`config.mk`:
```
export PLATFORM = sky130hd
export DESIGN_NAME = lsb_pixel_stego_embed_extract
export DESIGN_NICKNAME = d
export VERILOG_FILES = /design/src/rtl/lsbse_pkg.sv /design/src/rtl/lsbse_msg_store.sv /design/src/rtl/lsb_pixel_stego_embed_extract.sv
export SDC_FILE = /design/constraint.sdc
export NUM_CORES = 2
export LEC_CHECK = 0
export BUFFER_PORTS_ARGS = -buffer_cell sky130_fd_sc_hd__buf_2
export CAP_MARGIN = 20
export CELL_PAD_IN_SITES_DETAIL_PLACEMENT = 1
export CELL_PAD_IN_SITES_GLOBAL_PLACEMENT = 2
export CORE_ASPECT_RATIO = 0.6
export CORE_UTILIZATION = 55
export CTS_CLUSTER_SIZE = 10
export DETAILED_ROUTE_END_ITERATION = 6
export HOLD_SLACK_MARGIN = 0.06
export PLACE_DENSITY = 0.95
export SETUP_SLACK_MARGIN = 0.05
export SYNTH_ARGS = -nofsm -noshare
export SYNTH_HDL_FRONTEND = slang
export SYNTH_SLANG_ARGS = --single-unit
export TNS_END_PERCENT = 100
```
`constraint.sdc`:
```
create_clock -name clock -period 20.4 [get_ports clock]
set_clock_uncertainty 0.2 [all_clocks]
set_input_delay 0 -clock clock [delete_from_list [all_inputs] [get_ports clock]]
set_output_delay 0 -clock clock [all_outputs]
set_load 0.005 [all_outputs]
```
`src/rtl/lsbse_pkg.sv`:
```
// Types and constants shared by the LSB steganography block and its checker.
`timescale 1ns / 1ps
package lsbse_pkg;

   // Width of one color channel and of one message byte.
   localparam int CHAN_W = 8;

   // Request word layout.
   localparam int REQ_DATA_W = 32;
   localparam int REQ_USER_W = 2;

   // Response word layout: three channels, byte_ready, extracted_byte, finished,
   // padded to whole bytes.
   localparam int RSP_DATA_W = 40;

   // Command carried in the request tuser field.
   typedef enum logic [REQ_USER_W-1:0] {
      CMD_RESTART = 2'd0,
      CMD_LOAD    = 2'd1,
      CMD_PIXEL   = 2'd2
   } command_type;

   // Operating mode held in the configuration register.
   typedef enum logic {
      MODE_EMBED   = 1'b0,
      MODE_EXTRACT = 1'b1
   } mode_type;

endpackage

```
`src/rtl/lsbse_msg_store.sv`:
```
// Message buffer: one write port and two registered read ports with write bypass.
`timescale 1ns / 1ps
module lsbse_msg_store
   import lsbse_pkg::*;
#(
   parameter int DEPTH = 256,
   parameter int AW    = 8
) (
   input  logic              clock,
   input  logic              wr_en,
   input  logic [AW-1:0]     wr_addr,
   input  logic [CHAN_W-1:0] wr_data,
   input  logic [AW-1:0]     rd_addr_a,
   input  logic [AW-1:0]     rd_addr_b,
   output logic [CHAN_W-1:0] rd_data_a,
   output logic [CHAN_W-1:0] rd_data_b
);

   logic [CHAN_W-1:0] mem_ff [DEPTH];
   logic [CHAN_W-1:0] rd_a_ff;
   logic [CHAN_W-1:0] rd_b_ff;

   // Write port.
   always_ff @(posedge clock) begin
      if (wr_en) begin
         mem_ff[wr_addr] <= wr_data;
      end
   end

   // Read ports; a write to the same address in this cycle is forwarded.
   always_ff @(posedge clock) begin
      if (wr_en && (wr_addr == rd_addr_a)) begin
         rd_a_ff <= wr_data;
      end else begin
         rd_a_ff <= mem_ff[rd_addr_a];
      end
      if (wr_en && (wr_addr == rd_addr_b)) begin
         rd_b_ff <= wr_data;
      end else begin
         rd_b_ff <= mem_ff[rd_addr_b];
      end
   end

   assign rd_data_a = rd_a_ff;
   assign rd_data_b = rd_b_ff;

endmodule

```
`src/rtl/lsb_pixel_stego_embed_extract.sv`:
```
// Top level of the LSB steganography embed and extract block.
`timescale 1ns / 1ps
// LSB steganography on 8-bit three-channel pixels in raster order. Each request
// word carries a command in tuser: restart clears the message and all pointers,
// load appends a byte to the message buffer (bytes beyond MESSAGE_DEPTH are
// dropped), and pixel produces exactly one response word. In embed mode
// (csr_wr_data 0) the message and a zero terminator are written MSB first into
// the LSBs of channels 0, 1 and 2; in extract mode (1) channel LSBs are packed
// into bytes and each non-zero byte is reported until the first zero byte sets
// finished. The block takes one word per clock unless the response stalls; each
// response is registered in the cycle after its pixel. The rate is set by the
// two-read-port message buffer, addressed from the next bit pointer so the two
// bytes a pixel may touch are already registered when it arrives. The buffer
// needs no clearing pass after reset. Write the mode register only while idle.
module lsb_pixel_stego_embed_extract
   import lsbse_pkg::*;
#(
   parameter int MESSAGE_DEPTH = 256
) (
   input  logic                  clock,
   input  logic                  reset,
   // Configuration: mode, 0 embed, 1 extract.
   input  logic                  csr_wr_en,
   input  logic                  csr_wr_data,
   // Request stream.
   input  logic                  req_tvalid,
   output logic                  req_tready,
   // [7:0] message_byte, [15:8] channel_zero_in, [23:16] channel_one_in,
   // [31:24] channel_two_in
   input  logic [REQ_DATA_W-1:0] req_tdata,
   // [1:0] command
   input  logic [REQ_USER_W-1:0] req_tuser,
   // Response stream.
   output logic                  rsp_tvalid,
   input  logic                  rsp_tready,
   // [7:0] channel_zero_out, [15:8] channel_one_out, [23:16] channel_two_out,
   // [24] byte_ready, [32:25] extracted_byte, [33] finished, [39:34] zero
   output logic [RSP_DATA_W-1:0] rsp_tdata
);

   // Widths that follow from the buffer depth.
   localparam int AW = (MESSAGE_DEPTH > 1) ? $clog2(MESSAGE_DEPTH) : 1;
   localparam int LW = $clog2(MESSAGE_DEPTH + 1);
   localparam int BW = $clog2((MESSAGE_DEPTH + 1) * 8 + 1);
   localparam int IW = BW - 3;
   localparam logic [LW-1:0] DEPTH_LEN = LW'(MESSAGE_DEPTH);
   localparam logic [IW-1:0] DEPTH_IDX = IW'(MESSAGE_DEPTH);

   // State.
   mode_type          mode_ff;
   logic [LW-1:0]     len_ff, len_in;
   logic [BW-1:0]     bp_ff, bp_in;
   logic [CHAN_W-1:0] gs_ff, gs_in;
   logic [2:0]        gc_ff, gc_in;
   logic              done_ff, done_in;

   // Response register.
   logic              rsp_valid_ff;
   logic [RSP_DATA_W-1:0] rsp_data_ff, rsp_data_in;

   // Handshake.
   logic        accept;
   command_type cmd;
   logic        is_restart, is_load, is_pixel;

   // Message buffer ports.
   logic              wr_en;
   logic [AW-1:0]     wr_addr;
   logic [IW-1:0]     next_idx0, next_idx1;
   logic [AW-1:0]     rd_addr_a, rd_addr_b;
   logic [CHAN_W-1:0] rd_data_a, rd_data_b;

   // Pixel datapath.
   logic [CHAN_W-1:0] ch_in  [3];
   logic [CHAN_W-1:0] ch_out [3];
   logic [BW-1:0]     total;
   logic [IW-1:0]     idx0, idx1;
   logic [15:0]       window;
   logic [BW-1:0]     bp_next;
   logic [3:0]        bit_off;
   logic [CHAN_W-1:0] sh_next;
   logic [2:0]        gc_next;
   logic              dn_next;
   logic              byte_ready;
   logic [CHAN_W-1:0] extracted_byte;
   logic              finished;

   assign req_tready = !rsp_valid_ff || rsp_tready;
   assign accept     = req_tvalid && req_tready;
   assign cmd        = command_type'(req_tuser);

   // Decode the command of the incoming word.
   always_comb begin
      is_restart = 1'b0;
      is_load    = 1'b0;
      is_pixel   = 1'b0;
      case (cmd)
         CMD_RESTART: is_restart = accept;
         CMD_LOAD:    is_load    = accept;
         CMD_PIXEL:   is_pixel   = accept;
         default: begin
            is_restart = 1'b0;
         end
      endcase
   end

   assign ch_in[0] = req_tdata[15:8];
   assign ch_in[1] = req_tdata[23:16];
   assign ch_in[2] = req_tdata[31:24];

   // Embedding: the pixel's bits come from the byte at the bit pointer and the next one.
   assign total  = (BW'(len_ff) + BW'(1)) << 3;
   assign idx0   = bp_ff[BW-1:3];
   assign idx1   = idx0 + IW'(1);
   assign window = {(idx0 < IW'(len_ff)) ? rd_data_a : 8'h00,
                    (idx1 < IW'(len_ff)) ? rd_data_b : 8'h00};

   always_comb begin
      bp_next = bp_ff;
      bit_off = {1'b0, bp_ff[2:0]};
      for (int k = 0; k < 3; k++) begin
         ch_out[k] = ch_in[k];
      end
      if (mode_ff == MODE_EMBED) begin
         for (int k = 0; k < 3; k++) begin
            if (bp_next < total) begin
               ch_out[k] = {ch_in[k][CHAN_W-1:1], window[4'd15 - bit_off]};
               bp_next   = bp_next + BW'(1);
            end
            bit_off = bit_off + 4'd1;
         end
      end
   end

   // Extraction: shift in three LSBs; at most one byte completes per pixel.
   always_comb begin
      sh_next        = gs_ff;
      gc_next        = gc_ff;
      dn_next        = done_ff;
      byte_ready     = 1'b0;
      extracted_byte = '0;
      for (int k = 0; k < 3; k++) begin
         sh_next = {sh_next[CHAN_W-2:0], ch_in[k][0]};
         gc_next = gc_next + 3'd1;
         if ((gc_next == 3'd0) && !dn_next) begin
            if (sh_next == '0) begin
               dn_next = 1'b1;
            end else begin
               byte_ready     = 1'b1;
               extracted_byte = sh_next;
            end
         end
      end
   end

   // Next state.
   always_comb begin
      len_in  = len_ff;
      bp_in   = bp_ff;
      gs_in   = gs_ff;
      gc_in   = gc_ff;
      done_in = done_ff;
      if (is_restart) begin
         len_in  = '0;
         bp_in   = '0;
         gs_in   = '0;
         gc_in   = '0;
         done_in = 1'b0;
      end else if (is_load) begin
         if (len_ff < DEPTH_LEN) begin
            len_in = len_ff + LW'(1);
         end
      end else if (is_pixel) begin
         if (mode_ff == MODE_EMBED) begin
            bp_in   = bp_next;
            done_in = (bp_next >= total);
         end else begin
            gs_in   = sh_next;
            gc_in   = gc_next;
            done_in = dn_next;
         end
      end
   end

   // Buffer addressing follows the next bit pointer.
   assign wr_en     = is_load && (len_ff < DEPTH_LEN);
   assign wr_addr   = AW'(len_ff);
   assign next_idx0 = bp_in[BW-1:3];
   assign next_idx1 = next_idx0 + IW'(1);
   assign rd_addr_a = (next_idx0 < DEPTH_IDX) ? AW'(next_idx0) : '0;
   assign rd_addr_b = (next_idx1 < DEPTH_IDX) ? AW'(next_idx1) : '0;

   lsbse_msg_store #(
      .DEPTH (MESSAGE_DEPTH),
      .AW    (AW)
   ) u_msg_store (
      .clock     (clock),
      .wr_en     (wr_en),
      .wr_addr   (wr_addr),
      .wr_data   (req_tdata[7:0]),
      .rd_addr_a (rd_addr_a),
      .rd_addr_b (rd_addr_b),
      .rd_data_a (rd_data_a),
      .rd_data_b (rd_data_b)
   );

   // Response word.
   assign finished    = done_in;
   assign rsp_data_in = {6'd0, finished, extracted_byte & {CHAN_W{mode_ff == MODE_EXTRACT}},
                         byte_ready && (mode_ff == MODE_EXTRACT),
                         ch_out[2], ch_out[1], ch_out[0]};

   // Control state and mode register.
   always_ff @(posedge clock) begin
      if (reset) begin
         mode_ff      <= MODE_EMBED;
         len_ff       <= '0;
         bp_ff        <= '0;
         gs_ff        <= '0;
         gc_ff        <= '0;
         done_ff      <= 1'b0;
         rsp_valid_ff <= 1'b0;
      end else begin
         if (csr_wr_en) begin
            mode_ff <= mode_type'(csr_wr_data);
         end
         len_ff  <= len_in;
         bp_ff   <= bp_in;
         gs_ff   <= gs_in;
         gc_ff   <= gc_in;
         done_ff <= done_in;
         if (is_pixel) begin
            rsp_valid_ff <= 1'b1;
         end else if (rsp_tready) begin
            rsp_valid_ff <= 1'b0;
         end
      end
   end

   // Response payload.
   always_ff @(posedge clock) begin
      if (is_pixel) begin
         rsp_data_ff <= rsp_data_in;
      end
   end

   assign rsp_tvalid = rsp_valid_ff;
   assign rsp_tdata  = rsp_data_ff;

endmodule

```
==> flow_metrics.env <==
export IMPL_status="completed"
export IMPL_synth_cell_types=96
export IMPL_r2r_start="len_ff[0]"
export IMPL_crit_required_ps=20940
export IMPL_antenna_found_initial=46
export IMPL_wl_um=386800
export IMPL_layout_drive_gt1_share_pct=38.42
export IMPL_finalWorstPathRequiredPeriod_ps=11390
export IMPL_fp_dieW_um=556.2
export IMPL_clock_latency_ps=900
export IMPL_path_clk_slew_ps=60
export IMPL_regToRegSetupSlack_ps=9010
export IMPL_dr_total_vias=63951
export IMPL_seq_area_frac_synth_pct=62.67
export IMPL_r2r_end="done_ff"
export IMPL_grt_overflow_total=0
export IMPL_rr_worst_depth=42
export IMPL_fp_row_count=121
export IMPL_synthToLayoutAreaGrowth_pct=11.02
export IMPL_h_tree_depth=4
export IMPL_slew_viol_final=0
export IMPL_worstPathMaxFanout=15
export IMPL_route_detailed_drc=0
export IMPL_nets=5120
export IMPL_grt_pass1_wl_um=521900
export IMPL_hold_viol=0
export IMPL_clkPwrFrac_pct=41.4
export IMPL_final_core_util_pct=61.73
export IMPL_synth_cells=4814
export IMPL_cp_num_buf_inv=1
export IMPL_place_hpwl_um=212300
export IMPL_antenna_left=0
export IMPL_grt_max_degree=132
export IMPL_startpoint="len_ff[0]"
export IMPL_synth_edf_count=2082
export IMPL_grt_pass1_vias=61995
export IMPL_peakVddDrop_mv=0.09229
export IMPL_power_uw=9505
export IMPL_clk_path_buf_depth=4
export IMPL_intPower_uw=7231
export IMPL_initialDrtViolationCount=13548
export IMPL_crit_top_cell="ha_1"
export IMPL_die_area_um2=186100
export IMPL_synth_seq_cells=2132
export IMPL_worstMarginPinSlew_ps=1368
export IMPL_swShare_pct=23.93
export IMPL_maxCapViolations=0
export IMPL_cts_tree="built"
export IMPL_vias_per_cell=8.460
export IMPL_yosysWarnings=0
export IMPL_finalSetupTns_ps=0
export IMPL_async_flop_share_pct=0
export IMPL_worstPathArrival_ps=11930
export IMPL_worstSetupEndpoint="done_ff"
export IMPL_fp_dieH_um=334.5
export IMPL_crit_type="register to register"
export IMPL_rsz0062_at_grt="false"
export IMPL_syn_avg_cell_area_um2=21.06
export IMPL_io_buffers=75
export IMPL_fillCellCount=14714
export IMPL_period_share_pct=55.85
export IMPL_p_switching_uw=2274
export IMPL_synthesis_area_um2=101400
export IMPL_endpoint_kind="register"
export IMPL_cellLeakagePower_uw=0.03342
export IMPL_cpPeakStageDelay_ps=830
export IMPL_power_density_nw_per_um2=84.47
export IMPL_crit_cells=42
export IMPL_clock_fmax_ghz=0.08777
export IMPL_initial_core_util_pct=55.61
export IMPL_cpMaxStageDelayCell="xnor2_1"
export IMPL_cts_sinks=2132
export IMPL_num_io_pins=82
export IMPL_critPathTopFamily="compound AO/OA/AOI/OAI gates"
export IMPL_root_buffer="clkbuf_16"
export IMPL_synth_flop_cell="edfxtp_1"
export IMPL_coreArea_um2=182300
export IMPL_numCtsBuffers=240
export IMPL_max_slew_margin_pct=8.664
export IMPL_power_frac_comb_pct=7.7
export IMPL_gp_congestion=0.9100
export IMPL_firstDrtPassIters=6
export IMPL_wire_per_inst_um=51.17
export IMPL_hold_depth=2
export IMPL_setup_viol=0
export IMPL_start_kind="register"
export IMPL_grt_use_total_pct=41.13
export IMPL_min_delay_path_class="input port to register"
export IMPL_p_seq_share_pct=50.8
[synthesized netlist by cell type (all sizes together) (4+ instances only)]
cell,count,area share (%)
nor4,8,0.056
o21a,4,0.030
clkbuf,244,0.90
dfxtp,50,0.99
nand2,82,0.30
mux4,1366,30
a31oi,13,0.095
nor3,24,0.14
inv,27,0.10
o21ai,25,0.13
or3,5,0.036
o31ai,4,0.035
and3,15,0.093
or4,5,0.041
a21o,7,0.052
nor2,353,1.3
nand4,13,0.095
nor2b,19,0.12
edfxtp,2082,62
mux2,8,0.089
ha,55,0.68
o211ai,7,0.052
xnor2,48,0.46
buf,135,0.55
a21oi,38,0.20
or2,4,0.025
a2111oi,7,0.095
nand2b,16,0.099
a211oi,18,0.15
and2,11,0.068
nand3,35,0.18
mux2i,17,0.17
xor2,21,0.18
[layer usage]
layer	global-route usage (%)	up-vias	part of all wire, %
li1	-	21382	-
met1	54.29	33149	32
met2	60.23	7699	44
met3	17.94	1651	18
met4	17.11	70	6.1
met5	0	-	0.19
[worst min-delay path by stage]
stage / startpoint / to / slack, ps
2_1_floorplan: reset / done_ff / -130
3_3_place_gp: req_tdata[23] / rsp_tdata[15] / -20
4_1_cts: req_tuser[1] / len_ff[0] / 70
6_report: req_tdata[0] / u_msg_store.mem_ff[241][0] / 110
5_1_grt: req_tdata[0] / u_msg_store.mem_ff[241][0] / 130
3_5_place_dp: req_tdata[21] / rsp_tdata[13] / -20
[timing repair]
item	CTS	global route
endpoints found under the hold margin	1029	0
buffers inserted	0	0
hold buffers	85	0
resized for setup	0	0
[final cells by class]
| class | count | area, um^2 | area share (%) |
|---|---|---|---|
| Sequential cell | 2132 | 63560 | 56.48 |
| Multi-Input combinational cell | 2281 | 36340 | 32.29 |
| Clock buffer | 281 | 6233 | 5.539 |
| Timing Repair Buffer | 343 | 3078 | 2.735 |
| Tap cell | 2460 | 3078 | 2.735 |
| Inverter | 27 | 101.3 | 0.09006 |
| Antenna cell | 29 | 72.57 | 0.06449 |
| Clock inverter | 6 | 70.07 | 0.06227 |
[metrics by stage]
step           cells  setup slack (ps)  area [um^2]  hold WS [ps]
5_1_grt         7533              8414       112500         132.5
3_3_place_gp    7074              9472       104400        -21.92
3_5_place_dp    7087              9442       104500        -20.84
2_1_floorplan   4819             11820       101400        -128.4
6_report        7559              9006       112500         109.2
4_1_cts         7459              9391       111700         67.99
[flip-flops by register name, indices dropped and copies added (netlist names), named ones only]
| signal | flops |
|---|---|
| len_ff | 9 |
| bp_ff | 12 |
| gs_ff | 7 |
| gc_ff | 3 |
| rsp_tdata | 34 |
| mode_ff | 1 |
| u_msg_store.mem_ff | 2048 |
| rsp_tvalid | 1 |
| done_ff | 1 |
[kinds of logic (layout without fill, tap and decap cells)]
kind of cell | Yosys count | count (layout) | synth area share (%)
buffers and inverters | 406 | 657 | 1.549
AO/OA/AOI/OAI | 155 | 155 | 1.143
adder cells (fa/ha/maj) | 55 | 55 | 0.6789
other | 1 | 35 | 0.003700
XOR/XNOR | 70 | 70 | 0.6592
multiplexers | 1391 | 1391 | 30.61
AND/OR/NAND/NOR | 604 | 604 | 2.687
flip-flops | 2132 | 2132 | 62.67
[worst register-to-register path: cells and delay by family (launching register included)]
family / cells / cell delay, ps
adder cells (fa/ha/maj): 5 / 1780
AO/OA/AOI/OAI: 17 / 4360
XOR/XNOR: 4 / 2220
flip-flops: 1 / 520
AND/OR/NAND/NOR: 14 / 1790
multiplexers: 1 / 270
buffers and inverters: 1 / 80
[power by group through the flow]
stage / registers (uW) / logic [uW] / clock network (uW)
6_report: 4830 / 735 / 3940
5_1_grt: 4830 / 747 / 4020
4_1_cts: 4830 / 699 / 3840
3_5_place_dp: 4920 / 668 / 0
3_3_place_gp: 4920 / 648 / 0
2_1_floorplan: 4910 / 419 / 0
[layout by cell type, fill, tap and decap left out, drive strengths merged, types with 11 or more instances in the layout]
cell type,Yosys,final
dlygate4sd3,0,84
nand2b,16,16
xnor2,48,48
dfxtp,50,50
buf,135,252
clkbuf,244,288
and2,11,11
diode,0,29
nor3,24,24
nand2,82,82
xor2,21,21
nand4,13,13
inv,27,30
mux2i,17,17
a211oi,18,18
mux4,1366,1366
nor2b,19,19
a21oi,38,38
edfxtp,2082,2082
nor2,353,353
and3,15,15
a31oi,13,13
nand3,35,35
o21ai,25,25
ha,55,55
Power figures use the tool's default switching activity.
